--- src/hdl/bb3_pkg.sv ---
// ----------------------------------------------------------------------------
// bb3_pkg
// Shared types, constants and helpers for the streaming 3x3 box blur.
// ----------------------------------------------------------------------------
package bb3_pkg;

   localparam int unsigned MAX_WIDTH  = 256;
   localparam int unsigned HEIGHT_MAX = 256;
   localparam int unsigned SIZE_MIN   = 3;

   localparam int unsigned PIX_W    = 8;
   localparam int unsigned DIM_W    = 9;
   localparam int unsigned ADDR_W   = $clog2(MAX_WIDTH);
   localparam int unsigned COLSUM_W = PIX_W + 2;
   localparam int unsigned SUM_W    = PIX_W + 4;

   // floor(sum / 9) == (sum * 3641) >> 15 for every sum below 2^15
   localparam int unsigned RECIP       = 3641;
   localparam int unsigned RECIP_W     = 12;
   localparam int unsigned RECIP_SHIFT = 15;
   localparam int unsigned PROD_W      = SUM_W + RECIP_W;

   localparam int unsigned FIFO_DEPTH = 8;
   localparam int unsigned FIFO_PTR_W = $clog2(FIFO_DEPTH);
   localparam int unsigned FIFO_CNT_W = $clog2(FIFO_DEPTH + 1);
   localparam int unsigned INFL_W     = 2;

   localparam int unsigned CSR_IDX_W = 2;
   localparam logic [CSR_IDX_W-1:0] CSR_FRAME_WIDTH  = CSR_IDX_W'(0);
   localparam logic [CSR_IDX_W-1:0] CSR_FRAME_HEIGHT = CSR_IDX_W'(1);

   typedef struct packed {
      logic [PIX_W-1:0] pixel_in;
      logic             flush;
   } req_type;

   typedef struct packed {
      logic [PIX_W-1:0] pixel_out;
      logic             frame_last;
   } rsp_type;

   typedef struct packed {
      logic              en;
      logic [ADDR_W-1:0] addr;
   } rd_req_type;

   typedef struct packed {
      logic              valid;
      logic              emit;
      logic              interior;
      logic              last;
      logic [PIX_W-1:0]  px;
      logic [ADDR_W-1:0] addr;
   } stage_type;

   function automatic logic [DIM_W-1:0] clamp_size(input logic [DIM_W-1:0] v,
                                                   input int unsigned hi);
      if (32'(v) < SIZE_MIN) begin
         return DIM_W'(SIZE_MIN);
      end
      if (32'(v) > hi) begin
         return DIM_W'(hi);
      end
      return v;
   endfunction

endpackage

--- src/hdl/bb3_ctrl.sv ---
// ----------------------------------------------------------------------------
// bb3_ctrl
// Frame size registers, position and tail counters, line store read issue.
// ----------------------------------------------------------------------------
module bb3_ctrl (
   input  logic                             clock,
   input  logic                             reset,
   input  logic                             accept,
   input  bb3_pkg::req_type                 req_payload,
   input  logic                             csr_we,
   input  logic [bb3_pkg::CSR_IDX_W-1:0]    csr_index,
   input  logic [bb3_pkg::DIM_W-1:0]        csr_data,
   output bb3_pkg::rd_req_type              rd_req,
   output bb3_pkg::stage_type               stage
);
   import bb3_pkg::*;

   logic [DIM_W-1:0] width_ff, width_in;
   logic [DIM_W-1:0] height_ff, height_in;
   logic [DIM_W-1:0] col_ff, col_in;
   logic [DIM_W-1:0] row_ff, row_in;
   logic [DIM_W-1:0] pend_ff, pend_in;
   stage_type        stage_ff, stage_in;

   logic             fire;
   logic             restart;
   logic [DIM_W-1:0] col;
   logic [DIM_W-1:0] row;
   logic [DIM_W-1:0] qr;
   logic [DIM_W-1:0] qc;
   logic [DIM_W:0]   ncol;
   logic [DIM_W-1:0] nrow;
   logic [DIM_W-1:0] pend_dec;

   always_comb begin
      fire    = accept && !(req_payload.flush && pend_ff == '0);
      restart = !req_payload.flush && pend_ff != '0;
      col     = restart ? '0 : col_ff;
      row     = restart ? '0 : row_ff;

      if (col == '0) begin
         qr = row - DIM_W'(2);
         qc = width_ff - DIM_W'(1);
      end else begin
         qr = row - DIM_W'(1);
         qc = col - DIM_W'(1);
      end

      stage_in.valid    = fire;
      stage_in.emit     = (row >= DIM_W'(2)) || (row == DIM_W'(1) && col != '0);
      stage_in.interior = (qr != '0) && ((DIM_W+1)'(qr) + (DIM_W+1)'(2) <= (DIM_W+1)'(height_ff))
                       && (qc != '0) && ((DIM_W+1)'(qc) + (DIM_W+1)'(2) <= (DIM_W+1)'(width_ff));
      stage_in.last     = (qr == height_ff - DIM_W'(1)) && (qc == width_ff - DIM_W'(1));
      stage_in.px       = req_payload.flush ? '0 : req_payload.pixel_in;
      stage_in.addr     = ADDR_W'(col);

      rd_req.en   = fire;
      rd_req.addr = ADDR_W'(col);

      ncol     = (DIM_W+1)'(col) + (DIM_W+1)'(1);
      nrow     = row;
      pend_dec = pend_ff - DIM_W'(1);

      width_in  = width_ff;
      height_in = height_ff;
      col_in    = col_ff;
      row_in    = row_ff;
      pend_in   = pend_ff;

      if (csr_we && (csr_index == CSR_FRAME_WIDTH || csr_index == CSR_FRAME_HEIGHT)) begin
         if (csr_index == CSR_FRAME_WIDTH) begin
            width_in = clamp_size(csr_data, MAX_WIDTH);
         end else begin
            height_in = clamp_size(csr_data, HEIGHT_MAX);
         end
         col_in  = '0;
         row_in  = '0;
         pend_in = '0;
      end else if (fire) begin
         if (ncol >= (DIM_W+1)'(width_ff)) begin
            col_in = '0;
            nrow   = row + DIM_W'(1);
         end else begin
            col_in = DIM_W'(ncol);
         end
         row_in = nrow;
         if (req_payload.flush) begin
            pend_in = pend_dec;
            if (pend_dec == '0) begin
               col_in = '0;
               row_in = '0;
            end
         end else if (nrow >= height_ff) begin
            pend_in = width_ff + DIM_W'(1);
         end else begin
            pend_in = '0;
         end
      end
   end

   always_ff @(posedge clock) begin
      if (reset) begin
         width_ff       <= clamp_size(DIM_W'(256), MAX_WIDTH);
         height_ff      <= clamp_size(DIM_W'(256), HEIGHT_MAX);
         col_ff         <= '0;
         row_ff         <= '0;
         pend_ff        <= '0;
         stage_ff.valid <= 1'b0;
      end else begin
         width_ff       <= width_in;
         height_ff      <= height_in;
         col_ff         <= col_in;
         row_ff         <= row_in;
         pend_ff        <= pend_in;
         stage_ff.valid <= stage_in.valid;
      end
      stage_ff.emit     <= stage_in.emit;
      stage_ff.interior <= stage_in.interior;
      stage_ff.last     <= stage_in.last;
      stage_ff.px       <= stage_in.px;
      stage_ff.addr     <= stage_in.addr;
   end

   assign stage = stage_ff;

endmodule

--- config.mk ---
export PLATFORM = sky130hd
export DESIGN_NAME = bb3_ctrl
export DESIGN_NICKNAME = d
export VERILOG_FILES = /design/src/hdl/bb3_pkg.sv /design/src/hdl/bb3_ctrl.sv
export SDC_FILE = /design/constraint.sdc
export NUM_CORES = 1
export LEC_CHECK = 0
export BUFFER_PORTS_ARGS = -buffer_cell sky130_fd_sc_hd__buf_2
export CAP_MARGIN = 20
export CORE_ASPECT_RATIO = 1.2
export CORE_MARGIN = 5
export CORE_UTILIZATION = 65
export DETAILED_ROUTE_END_ITERATION = 7
export PLACE_DENSITY = 0.87
export SYNTH_ARGS = -nofsm -noshare
export SYNTH_HDL_FRONTEND = slang
export SYNTH_SLANG_ARGS = --single-unit
--- constraint.sdc ---
create_clock -name clock -period 20.6 [get_ports clock]
set_input_delay 5.15 -clock clock [delete_from_list [all_inputs] [get_ports clock]]
set_output_delay 5.15 -clock clock [all_outputs]
set_load 0.05 [all_outputs]
==> results.sh <==
export IMPL_status="completed"
export IMPL_clkSinkCount=65
export IMPL_design_core_area_um2=8560
export IMPL_gr_total_overflow=0
export IMPL_grt_setup_unrepaired="no"
export IMPL_fin_skew_ns=0.0133
export IMPL_drc_errors=0
export IMPL_regArea_um2=1300
export IMPL_hold_ws_ns=0.467
export IMPL_cts_resized=0
export IMPL_p_seq_share_pct=38.2
export IMPL_wirelength_um=15600
export IMPL_fillers=689
export IMPL_synth_most_common_cell="nand2_1"
export IMPL_powerDensity_nw_per_um2=58.0
export IMPL_ys_seq_area_share_pct=23.0
export IMPL_num_nets_final=834
export IMPL_multi_input_area_um2=3970
export IMPL_slew_headroom_pct=40.0
export IMPL_worstMarginPinSlew_ns=0.896
export IMPL_cts_root_buf="clkbuf_8"
export IMPL_tns_ns=0
export IMPL_worstHoldPathType="reg2reg"
export IMPL_die_h_um=112
export IMPL_finalWorstSetupSlack_ns=8.67
export IMPL_synth_flop_cell="dfxtp_1"
export IMPL_antenna_left=0
export IMPL_ys_seq_elements=65
export IMPL_power_switching_uw=132
export IMPL_area_growth_pct=6.37
export IMPL_ir_drop_mv=0.0386
export IMPL_p_int_uw=217
export IMPL_grt_max_degree=27
export IMPL_start_util_pct=66.0
export IMPL_post_cts_buffers=0
export IMPL_vias=5536
export IMPL_dp_slack_ns=8.68
export IMPL_clockBufferDepth=2
export IMPL_final_hold_violation_count=0
export IMPL_synth_area_um2=5660
export IMPL_setup_viol_count_final=0
export IMPL_gr_usage_all_layers_pct=30.5
export IMPL_critical_path_required_ns=15.45
export IMPL_synth_top_area_cell="dfxtp_1"
export IMPL_finalInstanceArea_um2=6020
export IMPL_hold_depth=2
export IMPL_pwr_share_clk_pct=27.3
export IMPL_worstSetupPathType="in2out"
export IMPL_path_max_fanout=26
export IMPL_swShare_pct=37.8
export IMPL_cts_hold_fix_buffers=0
export IMPL_place_congestion=0.940
export IMPL_rows=37
export IMPL_cap_violations=0
export IMPL_synth_top_cell_area_share_pct=23.0
export IMPL_worstSetupEndpointType="output port"
export IMPL_synth_edf_count=0
export IMPL_post_route_util_pct=70.3
export IMPL_p_leak_nw=2.60
export IMPL_die_w_um=95.2
export IMPL_syn_area_per_cell_um2=7.70
export IMPL_comb_power_share_pct=34.5
export IMPL_synth_area_top_cells="dfxtp_1 23%, ha_1 12%, xnor2_1 7.9%, nand2_1 5.6%, a21oi_1 3.9%"
export IMPL_insertion_delay_ns=0.36
export IMPL_syn_num_nets=813
export IMPL_cts_buffers=9
export IMPL_grt_pass1_wl_um=25800
export IMPL_fmax_mhz=83.8
export IMPL_wl_per_cell_um=17.8
export IMPL_netlist_instances=735
export IMPL_n_antenna_cell=0
export IMPL_grt_pass1_vias=5326
export IMPL_period_needed_ns=11.93
export IMPL_clkTransAtPathRegs_ns=0.08
export IMPL_dp_hpwl_um=12200
export IMPL_antenna_found_initial=0
export IMPL_drive_above_1_share_pct=12.6
export IMPL_worst_ep_arrival_time_ns=6.78
export IMPL_synth_async_reset_ratio_pct=0
export IMPL_drt_first_pass_iters=5
export IMPL_fin_crit_sh_pct=57.9
export IMPL_viasPerCell=6.31
export IMPL_htree_num_levels=3
export IMPL_yosysWarnings=0
export IMPL_reg2reg_depth=28
export IMPL_die_area_um2=10700
export IMPL_drtIter0Drc=573
export IMPL_cts_tree="done"
export IMPL_critPathLaunchType="input port"
export IMPL_synthTopCellsByCount="84 x nand2_1, 65 x dfxtp_1, 56 x nor2_1"
export IMPL_slew_violations=0
export IMPL_placed_area_um2=5860
export IMPL_pin_count=53
export IMPL_port_buffers=52
export IMPL_ys_types=72
[critical path, stage by stage]
cell and delay (ns):
buf_2 0.30, inv_1 0.25, o21ai_1 0.14, buf_4 0.30, nand2_1 0.17, inv_1 0.17
buf_2 0.30
[layer usage]
layer,GRT usage (%),up-vias,wire [µm],share of wire (%)
met5,0,-,0,0
met4,15.1,0,649,4.2
met3,6.77,50,1350,8.7
met2,49.7,278,7350,47
met1,37.3,2541,6280,40
li1,-,2667,-,-
[through the flow]
stage	std cells	power (mW)
after detailed placement	862	0.254
after floorplan	735	0.227
after global routing	877	0.371
after global placement	862	0.251
final	877	0.349
after CTS	877	0.348
[registers in the layout, indices dropped and copies added, names as in the netlist]
name / flops
pend_ff: 9
row_ff: 9
width_ff: 9
col_ff: 9
stage: 20
height_ff: 9
[final cells by class]
class | count | share of cell area (%)
repair buffers | 55 | 4.70
clock inverters | 6 | 0.603
inverters | 41 | 2.56
well taps | 117 | 2.43
clock buffers | 9 | 2.06
flip-flops and latches | 65 | 21.6
multi-input cells | 584 | 66.0
[path summary, 6_finish.rpt]
| path | start | slack [ns] | endpoint |
|---|---|---|---|
| min | height_ff[4]$_SDFFE_PP0P_ | 0.47 | height_ff[4]$_SDFFE_PP0P_ |
| min reg2reg | height_ff[4]$_SDFFE_PP0P_ | 0.47 | height_ff[4]$_SDFFE_PP0P_ |
| max | req_payload[0] | 8.67 | rd_req[0] |
| max reg2reg | pend_ff[0]$_SDFFE_PP0P_ | 13.98 | pend_ff[3]$_SDFFE_PP0P_ |
[power by group through the flow]
| stage | Combinational (mW) | Clock, mW | Sequential (mW) |
|---|---|---|---|
| after floorplan | 0.0879 | 0 | 0.139 |
| after global placement | 0.115 | 0 | 0.136 |
| final | 0.120 | 0.0952 | 0.133 |
| after detailed placement | 0.118 | 0 | 0.136 |
| after CTS | 0.119 | 0.0961 | 0.133 |
| after global routing | 0.133 | 0.104 | 0.134 |
[cells by family (layout without fill, tap and decap cells)]
logic type,count (synthesis),count (layout),share of synthesized area [%]
XOR/XNOR,64,64,9.91
buffers and inverters,86,111,6.77
flip-flops,65,65,23.0
AND/OR/NAND/NOR,304,304,28.4
AO/OA/AOI/OAI,154,154,18.5
adder cells (fa/ha/maj),54,54,11.9
multiplexers,8,8,1.48
[placed cells by master (no fill, tap or decap), types with 13 or more instances in the layout]
cell type and instances:
buf_2 52, nand4_1 13, nor2b_1 18, xnor2_1 51, nor2_1 56, xor2_1 13
ha_1 54, nand3_1 26, a21oi_1 44, inv_1 41, o21ai_0 21, nand2_1 84
dfxtp_1 65, nor3_1 25
Note: power is estimated with default switching activity, not from simulation.
