`config.mk`:
```
export PLATFORM = sky130hd
export DESIGN_NAME = bb3_window
export DESIGN_NICKNAME = d
export VERILOG_FILES = /design/src/hdl/bb3_pkg.sv /design/src/hdl/bb3_ram.sv /design/src/hdl/bb3_window.sv
export SDC_FILE = /design/constraint.sdc
export NUM_CORES = 2
export LEC_CHECK = 0
export ABC_AREA = 1
export BUFFER_PORTS_ARGS = -buffer_cell sky130_fd_sc_hd__buf_2
export CAP_MARGIN = 20
export CORE_ASPECT_RATIO = 2
export CORE_MARGIN = 2
export CORE_UTILIZATION = 25
export DETAILED_ROUTE_END_ITERATION = 6
export GPL_TIMING_DRIVEN = 1
export PLACE_DENSITY = 0.41
export SYNTH_ARGS = -nofsm -noshare
export SYNTH_HDL_FRONTEND = slang
export SYNTH_SLANG_ARGS = --single-unit
```
`constraint.sdc`:
```
create_clock -name clock -period 17.35 [get_ports clock]
set_input_delay 2.6025 -clock clock [delete_from_list [all_inputs] [get_ports clock]]
set_output_delay 2.6025 -clock clock [all_outputs]
set_load 0.1 [all_outputs]
```
`src/hdl/bb3_pkg.sv`:
```
// ----------------------------------------------------------------------------
// bb3_pkg
// Shared types, constants and helpers for the streaming 3x3 box blur.
// ----------------------------------------------------------------------------
package bb3_pkg;

   localparam int unsigned MAX_WIDTH  = 256;
   localparam int unsigned HEIGHT_MAX = 256;
   localparam int unsigned SIZE_MIN   = 3;

   localparam int unsigned PIX_W    = 8;
   localparam int unsigned DIM_W    = 9;
   localparam int unsigned ADDR_W   = $clog2(MAX_WIDTH);
   localparam int unsigned COLSUM_W = PIX_W + 2;
   localparam int unsigned SUM_W    = PIX_W + 4;

   // floor(sum / 9) == (sum * 3641) >> 15 for every sum below 2^15
   localparam int unsigned RECIP       = 3641;
   localparam int unsigned RECIP_W     = 12;
   localparam int unsigned RECIP_SHIFT = 15;
   localparam int unsigned PROD_W      = SUM_W + RECIP_W;

   localparam int unsigned FIFO_DEPTH = 8;
   localparam int unsigned FIFO_PTR_W = $clog2(FIFO_DEPTH);
   localparam int unsigned FIFO_CNT_W = $clog2(FIFO_DEPTH + 1);
   localparam int unsigned INFL_W     = 2;

   localparam int unsigned CSR_IDX_W = 2;
   localparam logic [CSR_IDX_W-1:0] CSR_FRAME_WIDTH  = CSR_IDX_W'(0);
   localparam logic [CSR_IDX_W-1:0] CSR_FRAME_HEIGHT = CSR_IDX_W'(1);

   typedef struct packed {
      logic [PIX_W-1:0] pixel_in;
      logic             flush;
   } req_type;

   typedef struct packed {
      logic [PIX_W-1:0] pixel_out;
      logic             frame_last;
   } rsp_type;

   typedef struct packed {
      logic              en;
      logic [ADDR_W-1:0] addr;
   } rd_req_type;

   typedef struct packed {
      logic              valid;
      logic              emit;
      logic              interior;
      logic              last;
      logic [PIX_W-1:0]  px;
      logic [ADDR_W-1:0] addr;
   } stage_type;

   function automatic logic [DIM_W-1:0] clamp_size(input logic [DIM_W-1:0] v,
                                                   input int unsigned hi);
      if (32'(v) < SIZE_MIN) begin
         return DIM_W'(SIZE_MIN);
      end
      if (32'(v) > hi) begin
         return DIM_W'(hi);
      end
      return v;
   endfunction

endpackage

```
`src/hdl/bb3_ram.sv`:
```
// ----------------------------------------------------------------------------
// bb3_ram
// Simple dual-port RAM, one write and one registered read port.
// ----------------------------------------------------------------------------
module bb3_ram #(
   parameter int unsigned WIDTH = 8,
   parameter int unsigned DEPTH = 256
) (
   input  logic                     clock,
   input  logic                     wr_en,
   input  logic [$clog2(DEPTH)-1:0] wr_addr,
   input  logic [WIDTH-1:0]         wr_data,
   input  logic                     rd_en,
   input  logic [$clog2(DEPTH)-1:0] rd_addr,
   output logic [WIDTH-1:0]         rd_data
);

   logic [WIDTH-1:0] mem_ff [DEPTH];
   logic [WIDTH-1:0] rd_data_ff;

   always_ff @(posedge clock) begin
      if (wr_en) begin
         mem_ff[wr_addr] <= wr_data;
      end
      if (rd_en) begin
         rd_data_ff <= mem_ff[rd_addr];
      end
   end

   assign rd_data = rd_data_ff;

endmodule

```
`src/hdl/bb3_window.sv`:
```
// ----------------------------------------------------------------------------
// bb3_window
// Line stores with write-back forwarding, 3x3 window, sum and divide by 9.
// ----------------------------------------------------------------------------
module bb3_window (
   input  logic                       clock,
   input  logic                       reset,
   input  bb3_pkg::rd_req_type        rd_req,
   input  bb3_pkg::stage_type         stage,
   output logic                       out_valid,
   output bb3_pkg::rsp_type           out_data,
   output logic [bb3_pkg::INFL_W-1:0] inflight
);
   import bb3_pkg::*;

   logic [PIX_W-1:0]    rd_up;
   logic [PIX_W-1:0]    rd_mid;
   logic [PIX_W-1:0]    up;
   logic [PIX_W-1:0]    mid;
   logic                fwd;
   logic [COLSUM_W-1:0] colsum_new;

   logic                wr_valid_ff;
   logic [ADDR_W-1:0]   wr_addr_ff;
   logic [PIX_W-1:0]    wr_up_ff;
   logic [PIX_W-1:0]    wr_mid_ff;

   logic [COLSUM_W-1:0] cs0_ff, cs1_ff, cs2_ff;
   logic [PIX_W-1:0]    m1_ff, m2_ff;

   logic                p2_valid_ff;
   logic                p2_interior_ff;
   logic                p2_last_ff;
   logic [SUM_W-1:0]    sum;

   logic                p3_valid_ff;
   logic                p3_interior_ff;
   logic                p3_last_ff;
   logic [SUM_W-1:0]    p3_sum_ff;
   logic [PIX_W-1:0]    p3_center_ff;
   logic [PROD_W-1:0]   prod;

   bb3_ram #(.WIDTH(PIX_W), .DEPTH(MAX_WIDTH)) u_upper (
      .clock   (clock),
      .wr_en   (stage.valid),
      .wr_addr (stage.addr),
      .wr_data (mid),
      .rd_en   (rd_req.en),
      .rd_addr (rd_req.addr),
      .rd_data (rd_up)
   );

   bb3_ram #(.WIDTH(PIX_W), .DEPTH(MAX_WIDTH)) u_middle (
      .clock   (clock),
      .wr_en   (stage.valid),
      .wr_addr (stage.addr),
      .wr_data (stage.px),
      .rd_en   (rd_req.en),
      .rd_addr (rd_req.addr),
      .rd_data (rd_mid)
   );

   // read of an entry written in the same cycle returns old data
   always_comb begin
      fwd        = wr_valid_ff && (wr_addr_ff == stage.addr);
      up         = fwd ? wr_up_ff : rd_up;
      mid        = fwd ? wr_mid_ff : rd_mid;
      colsum_new = COLSUM_W'(up) + COLSUM_W'(mid) + COLSUM_W'(stage.px);
      sum        = SUM_W'(cs0_ff) + SUM_W'(cs1_ff) + SUM_W'(cs2_ff);
      prod       = PROD_W'(p3_sum_ff) * PROD_W'(RECIP);
   end

   always_ff @(posedge clock) begin
      if (reset) begin
         wr_valid_ff <= 1'b0;
         p2_valid_ff <= 1'b0;
         p3_valid_ff <= 1'b0;
      end else begin
         wr_valid_ff <= stage.valid;
         p2_valid_ff <= stage.valid && stage.emit;
         p3_valid_ff <= p2_valid_ff;
      end
      wr_addr_ff <= stage.addr;
      wr_up_ff   <= mid;
      wr_mid_ff  <= stage.px;
      if (stage.valid) begin
         cs0_ff <= cs1_ff;
         cs1_ff <= cs2_ff;
         cs2_ff <= colsum_new;
         m1_ff  <= m2_ff;
         m2_ff  <= mid;
      end
      p2_interior_ff <= stage.interior;
      p2_last_ff     <= stage.last;
      p3_interior_ff <= p2_interior_ff;
      p3_last_ff     <= p2_last_ff;
      p3_sum_ff      <= sum;
      p3_center_ff   <= m1_ff;
   end

   assign out_valid           = p3_valid_ff;
   assign out_data.pixel_out  = p3_interior_ff ? PIX_W'(prod >> RECIP_SHIFT) : p3_center_ff;
   assign out_data.frame_last = p3_last_ff;
   assign inflight = INFL_W'(stage.valid && stage.emit) + INFL_W'(p2_valid_ff)
                   + INFL_W'(p3_valid_ff);

endmodule

```
==> results.toml <==
[status]
status = "finished clean"

[logic_synthesis]
syn_area_per_cell_um2 = 12.1
synth_flop_cell = "edfxtp_1"
netlist_top_cells_area = "edfxtp_1 (73%), nand3_1 (12%), nand2_1 (9.4%), buf_2 (1.4%), buf_4 (0.82%)"
yosysTopAreaCell = "edfxtp_1"
syn_area_um2 = 172000
yosys.area_share.adder_pct = 1.19
synth_nets = 14300
async_reset_ff_share_pct = 0
synth_edf_count = 4158
ys_seq_area_share_pct = 73.3
synthCells = 14200
yosysTopAreaCellShare_pct = 72.7
synth-seq-cells = 4209
synth_mux_area_share_pct = 0.0408
synth_compound_area_share_pct = 0.229
ys_types = 36
synth-xor-area-share_pct = 0.117
ys_warn_count = 0
synth_top_family_by_area = "simple AND/OR/NAND/NOR gates"
synth-simple-area-share_pct = 21.9

[pwr]
leakage_uw = 0.0670
ir_worst_vdd_v = 0.000826
power.switching_uw = 8520
power.total_uw = 26400
pwr-share-seq_pct = 43.1
p_int_uw = 17900
sw_frac_of_total_pct = 32.3
powerDensity_nw_per_um2 = 135
p_clk_share_pct = 33.4
power_frac_comb_pct = 23.5

[finish]
fill_cells = 70100
fin_nets = 14300
layout-drive-gt1-share_pct = 7.81
multiInputGateArea_um2 = 40700
syn_to_final_growth_pct = 13.9
regArea_um2 = 126000
fin_cells = 23600
stdcell_area_um2 = 196000
layout_common_cells = "nand2_1 (4279), edfxtp_1 (4158), nand3_1 (4052), buf_4 (452), clkbuf_16 (425)"
final_common_cell = "nand2_1"

[worst_setup_path]
required_ns = 14.75
cp-end-kind = "output pin"
crit_path_max_incr_delay_ns = 0.51
worstReg2RegStart = "wr_addr_ff[6]$_DFF_P_"
cpMostUsedCell = "inv_1"
critPathArrivalTime_ns = 5.92
crit_chain = "inv_1 > fa_1 > inv_1 > ha_1 > inv_1 > fa_1 > inv_1 > fa_1 > inv_1 > fa_1 > inv_1 > ha_1 > nand2_1 > inv_1 > a21oi_1 > o21ai_0 > nand2_1 > nand3_1 > a21oi_1 > o21ai_0 > nand2_1 > buf_2"
setup.worst_path.end = "out_data[8]"
start_kind = "register"
crit_path_start = "p3_sum_ff[9]$_DFF_P_"
worstPathMaxFanout = 4
crit_type = "reg2out"
regToRegSetupSlack_ns = 12.35
r2r_cells = 11
r2r-end = "u_upper.mem_ff[194][4]$_DFFE_PP_"
cp_slowest_cell = "fa_1"

[flow_run]
max_cap_violations = 0

[place]
dp_hpwl_um = 379000
gp_congestion = 0.810
io_buffers = 42
dp.cells = 22800
dpl-instance-area_um2 = 183000

[timing]
fmax_mhz = 117
slew_headroom_pct = 18.2
slew_viol_final = 0
fin_worst_skew_ns = 0.0806
setup_tns_ns = 0
setup_viol = 0
hold_viol_final = 0
rsz0062_at_grt = "no"
fin_crit_ns = 8.52
worst_pin_slew_ns = 1.23
min_period_over_period_pct = 49.1

[floorplanning]
fp.dieW_um = 590
rows = 430
pin_count = 43
initial_core_util_pct = 25.1
die-area_um2 = 694000
core_area_um2 = 685000
die_h_um = 1180

[routing]
num_vias = 111000
postRouteAntennaNets = 0
routed_via_density = 4.72
drc_errors = 0
totalWireLength_um = 639000
post_drt_wl_per_cell_um = 27.1
drt_first_pass_iters = 5
drt_iter0_markers = 9136

[clocking]
cts_tree = "yes"
clock-root-buffer = "clkbuf_16"
cts_buffers = 417
clockBufferDepth = 5
cts.clk_slew.worst_paths_ns = 0.06
clkSinkCount = 4209
cts_resized = 0
worstSkewPairLatency_ns = 1.06
cts_max_level = 5
hold_buffers = 0
post_cts_buffers = 0

[worst_hold_path]
holdCritPathClass = "reg2reg"

[global_routing]
antenna_found_initial = 30
grt_max_degree = 190
track_usage_pct = 18.0
grt_pass1_wl_um = 887000
grt_pass1_vias = 110000
overflow = 0
## Yosys cell counts (4+ instances only)
master       n
nand2_1   4282
edfxtp_1  4158
nand3_1   4058
buf_2      480
nor2_1     275
buf_4      188
clkbuf_1   177
inv_1      140
ha_1        83
buf_1       74
dfxtp_1     51
fa_1        50
a21oi_1     30
buf_6       22
nor3_1      19
o21ai_0     16
xor2_1      14
nand4_1     11
xnor2_1      9
a21o_1       7
mux2i_1      7
o21ai_1      4
## worst min-delay path by stage
stage	slack [ns]	cells past startpoint	endpoint	startpoint
final	0.33	0	p3_last_ff$_DFF_P_	p2_last_ff$_DFF_P_
after floorplan	0.31	0	p3_interior_ff$_DFF_P_	p2_interior_ff$_DFF_P_
after CTS	0.33	0	p3_last_ff$_DFF_P_	p2_last_ff$_DFF_P_
after global routing	0.34	0	p3_last_ff$_DFF_P_	p2_last_ff$_DFF_P_
after global placement	0.32	0	p3_last_ff$_DFF_P_	p2_last_ff$_DFF_P_
after detailed placement	0.32	0	p3_interior_ff$_DFF_P_	p2_interior_ff$_DFF_P_
## per-stage QoR
step           hold WS [ns]  worst slack, ns  util [%]
2_1_floorplan         0.310             1.30         -
3_3_place_gp          0.315             8.08      26.7
3_5_place_dp          0.321             8.06      26.7
4_1_cts               0.335             8.65      28.5
5_1_grt               0.340             8.46      28.6
6_report              0.329             8.83      28.6
## power by group through the flow
stage                     Sequential [µW]  Combinational (µW)  Clock (µW)
after floorplan                     11600                4170           0
after CTS                           11400                6310        9020
after global routing                11400                6860        9320
final                               11400                6190        8810
after global placement              11600                6260           0
after detailed placement            11600                6260           0
## cell families (layout without fill, tap and decap cells)
| logic type | after synthesis | in the layout |
|---|---|---|
| fa+ha+maj | 133 | 133 |
| mux | 7 | 7 |
| other cells | 0 | 22 |
| flops | 4209 | 4209 |
| buf+inv | 1087 | 1411 |
| compound gates | 69 | 69 |
| xor+xnor | 23 | 23 |
| simple gates | 8648 | 8648 |
## registers in the layout, indices dropped and copies added (netlist names), 8 cells and up
signal,count
u_upper.mem_ff,2048
cs2_ff,10
p3_center_ff,8
cs1_ff,10
p3_sum_ff,12
wr_addr_ff,8
wr_up_ff,8
u_middle.rd_data,8
u_middle.mem_ff,2048
wr_mid_ff,8
u_upper.rd_data,8
m1_ff,8
m2_ff,8
cs0_ff,10
## metal layers
layer,vias to the layer above,wire length (µm),GRT usage [%]
met5,-,46,0
met3,915,20900,1.62
met4,6,39500,10.3
met1,57300,235000,19.6
met2,2618,343000,33.7
li1,50400,-,-
## critical path, delay by kind of cell, from the launching register on
kind / cells / cell delay [ns]
adders and majority gates: 6 / 2.57
buffers and inverters: 8 / 0.96
DFF: 1 / 0.48
AOI/OAI and AO/OA: 4 / 0.50
and+or+nand+nor: 4 / 0.40
## layout make-up
type / count / share of cell area, %
flip-flops and latches: 4209 / 64.4
repair buffers: 532 / 2.30
clock buffers: 537 / 5.67
diodes: 22 / 0.0281
clock inverters: 197 / 0.747
well taps: 9072 / 5.80
multi-input cells: 8880 / 20.8
inverters: 145 / 0.306
No activity file was read; power rests on OpenSTA's default activity.
