`src/hdl/bb3_pkg.sv`:
```
// ----------------------------------------------------------------------------
// bb3_pkg
// Shared types, constants and helpers for the streaming 3x3 box blur.
// ----------------------------------------------------------------------------
package bb3_pkg;

   localparam int unsigned MAX_WIDTH  = 256;
   localparam int unsigned HEIGHT_MAX = 256;
   localparam int unsigned SIZE_MIN   = 3;

   localparam int unsigned PIX_W    = 8;
   localparam int unsigned DIM_W    = 9;
   localparam int unsigned ADDR_W   = $clog2(MAX_WIDTH);
   localparam int unsigned COLSUM_W = PIX_W + 2;
   localparam int unsigned SUM_W    = PIX_W + 4;

   // floor(sum / 9) == (sum * 3641) >> 15 for every sum below 2^15
   localparam int unsigned RECIP       = 3641;
   localparam int unsigned RECIP_W     = 12;
   localparam int unsigned RECIP_SHIFT = 15;
   localparam int unsigned PROD_W      = SUM_W + RECIP_W;

   localparam int unsigned FIFO_DEPTH = 8;
   localparam int unsigned FIFO_PTR_W = $clog2(FIFO_DEPTH);
   localparam int unsigned FIFO_CNT_W = $clog2(FIFO_DEPTH + 1);
   localparam int unsigned INFL_W     = 2;

   localparam int unsigned CSR_IDX_W = 2;
   localparam logic [CSR_IDX_W-1:0] CSR_FRAME_WIDTH  = CSR_IDX_W'(0);
   localparam logic [CSR_IDX_W-1:0] CSR_FRAME_HEIGHT = CSR_IDX_W'(1);

   typedef struct packed {
      logic [PIX_W-1:0] pixel_in;
      logic             flush;
   } req_type;

   typedef struct packed {
      logic [PIX_W-1:0] pixel_out;
      logic             frame_last;
   } rsp_type;

   typedef struct packed {
      logic              en;
      logic [ADDR_W-1:0] addr;
   } rd_req_type;

   typedef struct packed {
      logic              valid;
      logic              emit;
      logic              interior;
      logic              last;
      logic [PIX_W-1:0]  px;
      logic [ADDR_W-1:0] addr;
   } stage_type;

   function automatic logic [DIM_W-1:0] clamp_size(input logic [DIM_W-1:0] v,
                                                   input int unsigned hi);
      if (32'(v) < SIZE_MIN) begin
         return DIM_W'(SIZE_MIN);
      end
      if (32'(v) > hi) begin
         return DIM_W'(hi);
      end
      return v;
   endfunction

endpackage

```
`src/hdl/bb3_fifo.sv`:
```
// ----------------------------------------------------------------------------
// bb3_fifo
// Result queue; decouples the filter pipeline from the result channel.
// ----------------------------------------------------------------------------
module bb3_fifo (
   input  logic                           clock,
   input  logic                           reset,
   input  logic                           wr_en,
   input  bb3_pkg::rsp_type               wr_data,
   output logic                           rsp_valid,
   input  logic                           rsp_ready,
   output bb3_pkg::rsp_type               rsp_payload,
   output logic [bb3_pkg::FIFO_CNT_W-1:0] count
);
   import bb3_pkg::*;

   rsp_type               entry_ff [FIFO_DEPTH];
   logic [FIFO_PTR_W-1:0] wr_ptr_ff, wr_ptr_in;
   logic [FIFO_PTR_W-1:0] rd_ptr_ff, rd_ptr_in;
   logic [FIFO_CNT_W-1:0] count_ff, count_in;
   logic                  rd_en;

   always_comb begin
      rd_en     = rsp_ready && (count_ff != '0);
      wr_ptr_in = wr_en ? wr_ptr_ff + FIFO_PTR_W'(1) : wr_ptr_ff;
      rd_ptr_in = rd_en ? rd_ptr_ff + FIFO_PTR_W'(1) : rd_ptr_ff;
      count_in  = count_ff + FIFO_CNT_W'(wr_en) - FIFO_CNT_W'(rd_en);
   end

   always_ff @(posedge clock) begin
      if (reset) begin
         wr_ptr_ff <= '0;
         rd_ptr_ff <= '0;
         count_ff  <= '0;
      end else begin
         wr_ptr_ff <= wr_ptr_in;
         rd_ptr_ff <= rd_ptr_in;
         count_ff  <= count_in;
      end
      if (wr_en) begin
         entry_ff[wr_ptr_ff] <= wr_data;
      end
   end

   assign rsp_valid   = count_ff != '0;
   assign rsp_payload = entry_ff[rd_ptr_ff];
   assign count       = count_ff;

endmodule
```
`config.mk`:
```
export PLATFORM = sky130hd
export DESIGN_NAME = bb3_fifo
export DESIGN_NICKNAME = d
export VERILOG_FILES = /design/src/hdl/bb3_pkg.sv /design/src/hdl/bb3_fifo.sv
export SDC_FILE = /design/constraint.sdc
export NUM_CORES = 1
export LEC_CHECK = 0
export BUFFER_PORTS_ARGS = -buffer_cell sky130_fd_sc_hd__buf_2
export CORE_MARGIN = 2
export CORE_UTILIZATION = 50
export DETAILED_ROUTE_END_ITERATION = 6
export GPL_ROUTABILITY_DRIVEN = 0
export PLACE_DENSITY_LB_ADDON = 0.15
export SYNTH_ARGS = -nofsm -noshare
export SYNTH_HDL_FRONTEND = slang
export SYNTH_SLANG_ARGS = --single-unit
```
`constraint.sdc`:
```
create_clock -name clock -period 5.75 [get_ports clock]
set_clock_uncertainty 0.2 [all_clocks]
set_input_delay 1.4375 -clock clock [delete_from_list [all_inputs] [get_ports clock]]
set_output_delay 1.4375 -clock clock [all_outputs]
set_load 0.005 [all_outputs]
```
==> results.json, run 1 <==
{
  "syn_area_sq_mm": 0.00343,
  "rows": 30,
  "synthFlopType": "edfxtp_1",
  "grt_first_pass_wirelength_um": 8600,
  "r2r_slack_ns": 3.36,
  "fin_ws_ns": 1.69,
  "clk_pin_slew_worst_paths_ns": 0.08,
  "crit_required_ns": 4.11,
  "die_w_um": 86.8,
  "syn_avg_cell_area_sq_um": 19.0,
  "path_class": "flip-flop to primary output",
  "outcome": "completed",
  "p_leak_nw": 1.32,
  "r2r_start": "count[2]",
  "start_kind": "flip-flop",
  "routedWlPerCell_um": 19.0,
  "total_power_mw": 1.33,
  "cts_tree": "built",
  "synth_fp_nets": 200,
  "power_density_mw_per_mm2": 350,
  "num_vias": 1646,
  "fin_setup_tns_ns": 0,
  "layout_common_cells": "edfxtp_1, buf_2, mux4_1, nor2_1, dfxtp_1",
  "post_cts_buffers": 0,
  "r2r_end": "count[1]",
  "dpl.hpwl_um": 3500,
  "die_h_um": 86.8,
  "cts.repair.resized": 0,
  "grt_start_max_net_pins": 19,
  "hp-start": "rd_ptr_ff[2]",
  "fillers": 527,
  "cts.sinks": 85,
  "min_path_type": "flip-flop to flip-flop",
  "drive_gt1_frac": 0.255,
  "cts_htree_levels": 3,
  "drtIter0Drc": 85,
  "ant_nets": 0,
  "rsz0062_at_grt": "no",
  "initial_utilization": 0.510,
  "antenna_found_initial": 0,
  "cp-end-kind": "primary output",
  "fin_hold_ws_ns": 0.324,
  "hold_path_end": "rd_ptr_ff[2]",
  "dpl_worst_slack_ns": 2.02,
  "synth_edf_count": 72,
  "numPortBuffers": 26,
  "avgViaCountPerCell": 5.56,
  "yosys_register_bits": 85,
  "io_pins": 27,
  "yosysWarnings": 0,
  "grt_overflow": 0,
  "num_antenna_cells": 0,
  "synthCells": 180,
  "cts_hold_buffers": 0,
  "clock_latency_ns": 0.35,
  "ir_drop_uv": 191,
  "final_common_cell": "edfxtp_1",
  "slew_viol_final": 0,
  "ys_seq_area_frac": 0.707,
  "period_needed_ns": 4.06,
  "fin_nets": 231,
  "final-setup-viol-count": 0,
  "wl_um": 5610,
  "hold_violations": 0,
  "cp_max_fo": 18,
  "drc": 0,
  "relSlewSlack": 0.315,
  "synthToLayoutAreaGrowth_pct": 10.6,
  "core_region_area_sq_mm": 0.00672,
  "finalCritPeriodShare": 0.706,
  "cts-buffers-inserted": 9,
  "maxCapViolCount": 0,
  "dr.pass1.iters": 4,
  "max_freq_ghz": 0.247,
  "clk_path_buf_depth": 2,
  "ff_latch_area_sq_mm": 0.00242,
  "grt_usage": 0.165,
  "worst-r2r-cell-count": 10,
  "whs_path_depth": 2,
  "first_global_vias": 1683,
  "cp.arrival_ns": 2.42,
  "die_area_sq_mm": 0.00753,
  "synthDistinctLibCells": 26,
  "multi_input_area_sq_um": 936,
  "async_flop_share": 0,
  "cts_root_buffer": "clkbuf_8",
  "worst_slew_pin_slew_ns": 1.02
}
-- synth_stat cells (2+ instances only) --
cell type / instances / area share
a21oi_1: 6 / 0.0088
clkbuf_1: 2 / 0.0022
dfxtp_1: 13 / 0.076
edfxtp_1: 72 / 0.63
ha_1: 6 / 0.022
inv_1: 8 / 0.0088
mux2_2: 11 / 0.036
mux4_1: 18 / 0.14
nand2_1: 5 / 0.0055
nand2b_1: 4 / 0.0073
nand3_1: 3 / 0.0044
nor2_1: 13 / 0.014
nor2b_1: 2 / 0.0037
nor3_1: 2 / 0.0029
o21ai_0: 3 / 0.0044
xor2_1: 2 / 0.0051
-- power breakdown --
group / switching (mW) / internal, mW / total [mW] / leakage (nW)
combinational: 0.0985 / 0.125 / 0.224 / 0.467
sequential: 0.0395 / 0.701 / 0.740 / 0.761
clock: 0.196 / 0.166 / 0.361 / 0.0889
total: 0.334 / 0.991 / 1.33 / 1.32
-- layer usage --
layer	GRT usage	share of wire	vias up
li1	-	-	776
met1	0.210	0.46	828
met2	0.259	0.49	30
met3	0.0371	0.030	12
met4	0.0980	0.026	0
met5	0	0	-
-- critical path, cell delays in order (launching register included) --
cell	delay, ns
dfxtp_1	0.99
mux4_1	0.67
mux2_2	0.28
buf_2	0.12
-- cells by family after synthesis --
group	Yosys count	synth area share
XOR/XNOR	3	0.00767
adder cells (fa/ha/maj)	7	0.0278
buffers and inverters	14	0.0226
AND/OR/NAND/NOR	31	0.0420
multiplexers	30	0.177
flip-flops	85	0.707
AO/OA/AOI/OAI	10	0.0157
-- state kept, by name, summed over array words and instances (netlist names), named ones only --
name       flops
count          4
entry_ff      72
rd_ptr_ff      3
wr_ptr_ff      3
-- stage by stage --
stage | cell area (sq um) | utilization | instances
finish | 3790 | 0.564 | 296
CTS | 3790 | 0.564 | 296
global placement | 3620 | 0.539 | 280
detailed placement | 3620 | 0.539 | 280
floorplan | 3430 | - | 180
global route | 3790 | 0.564 | 296
-- final cells by class --
type                       count  area share
clock buffer                  11      0.0373
clock inverter                 5     0.00727
inverter                       8     0.00793
multi-input combinational     81       0.247
sequential                    85       0.640
tap                           80      0.0264
timing repair buffer          26      0.0344
-- how the worst max path moves through the flow --
stage                   start              to  slack [ns]  cells past startpoint
finish              flip-flop  rsp_payload[1]        1.69                      3
detailed placement  flip-flop  rsp_payload[1]        2.02                      3
floorplan           flip-flop  rsp_payload[0]        2.74                      4
global placement    flip-flop  rsp_payload[1]        2.07                      3
global route        flip-flop  rsp_payload[6]        1.54                      3
CTS                 flip-flop  rsp_payload[1]        1.62                      3
Note: power is estimated with default switching activity, not from simulation.
==> run 2, diff against run 1 <==
--- a/config.mk
+++ b/config.mk
@@ -5,6 +5,7 @@
 export SDC_FILE = /design/constraint.sdc
 export NUM_CORES = 1
 export LEC_CHECK = 0
+export ABC_AREA = 1
 export BUFFER_PORTS_ARGS = -buffer_cell sky130_fd_sc_hd__buf_2
 export CORE_MARGIN = 2
 export CORE_UTILIZATION = 50
==> constraint.sdc (replaced) <==
create_clock -name clock -period 3.7 [get_ports clock]
set_clock_uncertainty 0.2 [all_clocks]
set_input_delay 0.925 -clock clock [delete_from_list [all_inputs] [get_ports clock]]
set_output_delay 0.925 -clock clock [all_outputs]
set_load 0.005 [all_outputs]
==> run 2 against run 1 <==
  * Cell area up 12%
  * Sequential power grew 53%
  * Via count up 54%
  * Critical path depth is 4 higher
  * Critical endpoint is now rsp_payload[5]
  * Non-clock buffer count is 7 higher
==> results.json, run 2 <==
{
  "outcome": "completed",
  "routedWlPerCell_um": 14.0,
  "num_antenna_cells": 0,
  "regMostFlops": "entry_ff",
  "grt_overflow": 0,
  "yosys_register_bits": 85,
  "synthDistinctLibCells": 21,
  "final_common_cell": "nand2_1",
  "yosysWarnings": 0,
  "crit_required_ns": 2.57,
  "grt_start_max_net_pins": 37,
  "ys_seq_area_frac": 0.632,
  "wl_met2_um": 3490,
  "drive_gt1_frac": 0.143,
  "power_density_mw_per_mm2": 564,
  "fin_setup_tns_ns": 0,
  "ant_nets": 0,
  "cp-end-kind": "primary output",
  "clock_latency_ns": 0.35,
  "min_path_type": "flip-flop to flip-flop",
  "highest_layer": "met4",
  "cpMaxStageDelayCell": "dfxtp_1",
  "initial_utilization": 0.523,
  "ir_drop_uv": 330,
  "drtIter0Drc": 142,
  "first_global_vias": 2568,
  "rsz0062_at_grt": "no",
  "cts_root_buffer": "clkbuf_8",
  "synth_edf_count": 72,
  "yosysMostFrequentCell": "nand2_1",
  "layout_common_cells": "nand2_1, inv_1, edfxtp_1, nand3_1, buf_2",
  "clk_path_buf_depth": 2,
  "syn_area_sq_mm": 0.00383,
  "num_vias": 2540,
  "die_area_sq_mm": 0.00838,
  "cts-buffers-inserted": 9,
  "cts_hold_buffers": 0,
  "cts.repair.resized": 0,
  "numPortBuffers": 26,
  "cp_max_fo": 36,
  "relSlewSlack": 0.358,
  "synth_area_leader_cell": "edfxtp_1",
  "max_freq_ghz": 0.351,
  "drc": 0,
  "syn_avg_cell_area_sq_um": 9.66,
  "path_class": "flip-flop to primary output",
  "cts_htree_levels": 3,
  "multi_input_area_sq_um": 970,
  "grt_usage": 0.202,
  "core_region_area_sq_mm": 0.00733,
  "ff_latch_area_sq_mm": 0.00242,
  "dpl_worst_slack_ns": 1.03,
  "finalCritPeriodShare": 0.769,
  "die_h_um": 91.6,
  "clk_pin_slew_worst_paths_ns": 0.08,
  "wl_um": 7460,
  "wl_met3_um": 245,
  "synthTopCellsByCount": "nand2_1, inv_1, edfxtp_1",
  "post_cts_buffers": 0,
  "async_flop_share": 0,
  "synth_top_area_frac": 0.564,
  "hold_violations": 0,
  "synth_fp_nets": 417,
  "die_w_um": 91.6,
  "fin_ws_ns": 0.853,
  "crit_top_cell": "nand2_1",
  "fin_nets": 450,
  "worst_slew_pin_slew_ns": 0.959,
  "cpPeakStageDelay_ns": 0.41,
  "slew_viol_final": 0,
  "rows": 31,
  "path_cells": "buf_4, nand2_1, nand3_1, nand2_1, nand2_1, nand2_1, buf_2",
  "final-setup-viol-count": 0,
  "synthFlopType": "edfxtp_1",
  "maxCapViolCount": 0,
  "synthTopCellsByArea": "edfxtp_1, nand2_1, inv_1",
  "fillers": 630,
  "cp.arrival_ns": 1.72,
  "p_leak_nw": 1.98,
  "antenna_found_initial": 0,
  "period_needed_ns": 2.85,
  "cts_tree": "built",
  "cts.sinks": 85,
  "start_kind": "flip-flop",
  "avgViaCountPerCell": 4.76,
  "synthToLayoutAreaGrowth_pct": 10.3,
  "dr.pass1.iters": 4,
  "synthCells": 397,
  "grt_first_pass_wirelength_um": 12700,
  "met1_length_um": 3500,
  "io_pins": 27,
  "largest_reg_flops": 72,
  "dpl.hpwl_um": 4720
}
==> run 2: area by class of cell <==
cell class                 count  share of cell area
sequential                    85               0.573
multi-input combinational    212               0.229
inverter                      89              0.0808
timing repair buffer          33              0.0432
clock buffer                  13              0.0402
tap                           99              0.0293
clock inverter                 3             0.00414
==> run 2: worst paths after layout <==
kind | start | endpoint | slack, ns | depth (start not counted)
worst max-delay path | flip-flop | rsp_payload[5] | 0.85 | 7
worst min-delay path | rd_ptr_ff[1] | rd_ptr_ff[1] | 0.31 | 2
worst max register to register | count[2] | count[2] | 1.54 | 10
worst min register to register | rd_ptr_ff[1] | rd_ptr_ff[1] | 0.31 | 2
==> run 2: where the power goes <==
group,switching [mW],internal [mW]
Clock,0.322,0.304
Sequential,0.0379,1.09
Combinational,0.397,0.233
==> run 2: routing by layer <==
metal / vias up / GRT usage
met5: - / 0
met4: 0 / 0.0985
met3: 19 / 0.0324
met2: 46 / 0.322
met1: 1181 / 0.270
li1: 1294 / -
==> run 2: stage by stage <==
step                      cells   util  hold WS [ns]  cell area, sq um  power (mW)
after global routing        534  0.577         0.342              4230        2.55
after CTS                   534  0.577         0.313              4230        2.40
after floorplan             397      -         0.263              3830        1.61
after global placement      518  0.551         0.281              4040        1.77
after detailed placement    518  0.551         0.292              4040        1.78
final                       534  0.577         0.310              4230        2.38
==> run 2: cells by family (layout without fill, tap and decap cells) <==
kind of cell    count (synthesis)  after routing  synth area share
compound gates                 10             10            0.0131
buf+inv                       100            138             0.115
flops                          85             85             0.632
xor+xnor                        1              1           0.00229
fa+ha+maj                       7              7            0.0248
simple gates                  194            194             0.213
==> run 2: worst max-delay path, delay by kind of cell (launching register included) <==
family	cells	cell delay [ns]
buffers and inverters	2	0.53
flip-flops	1	0.41
AND/OR/NAND/NOR	5	0.42
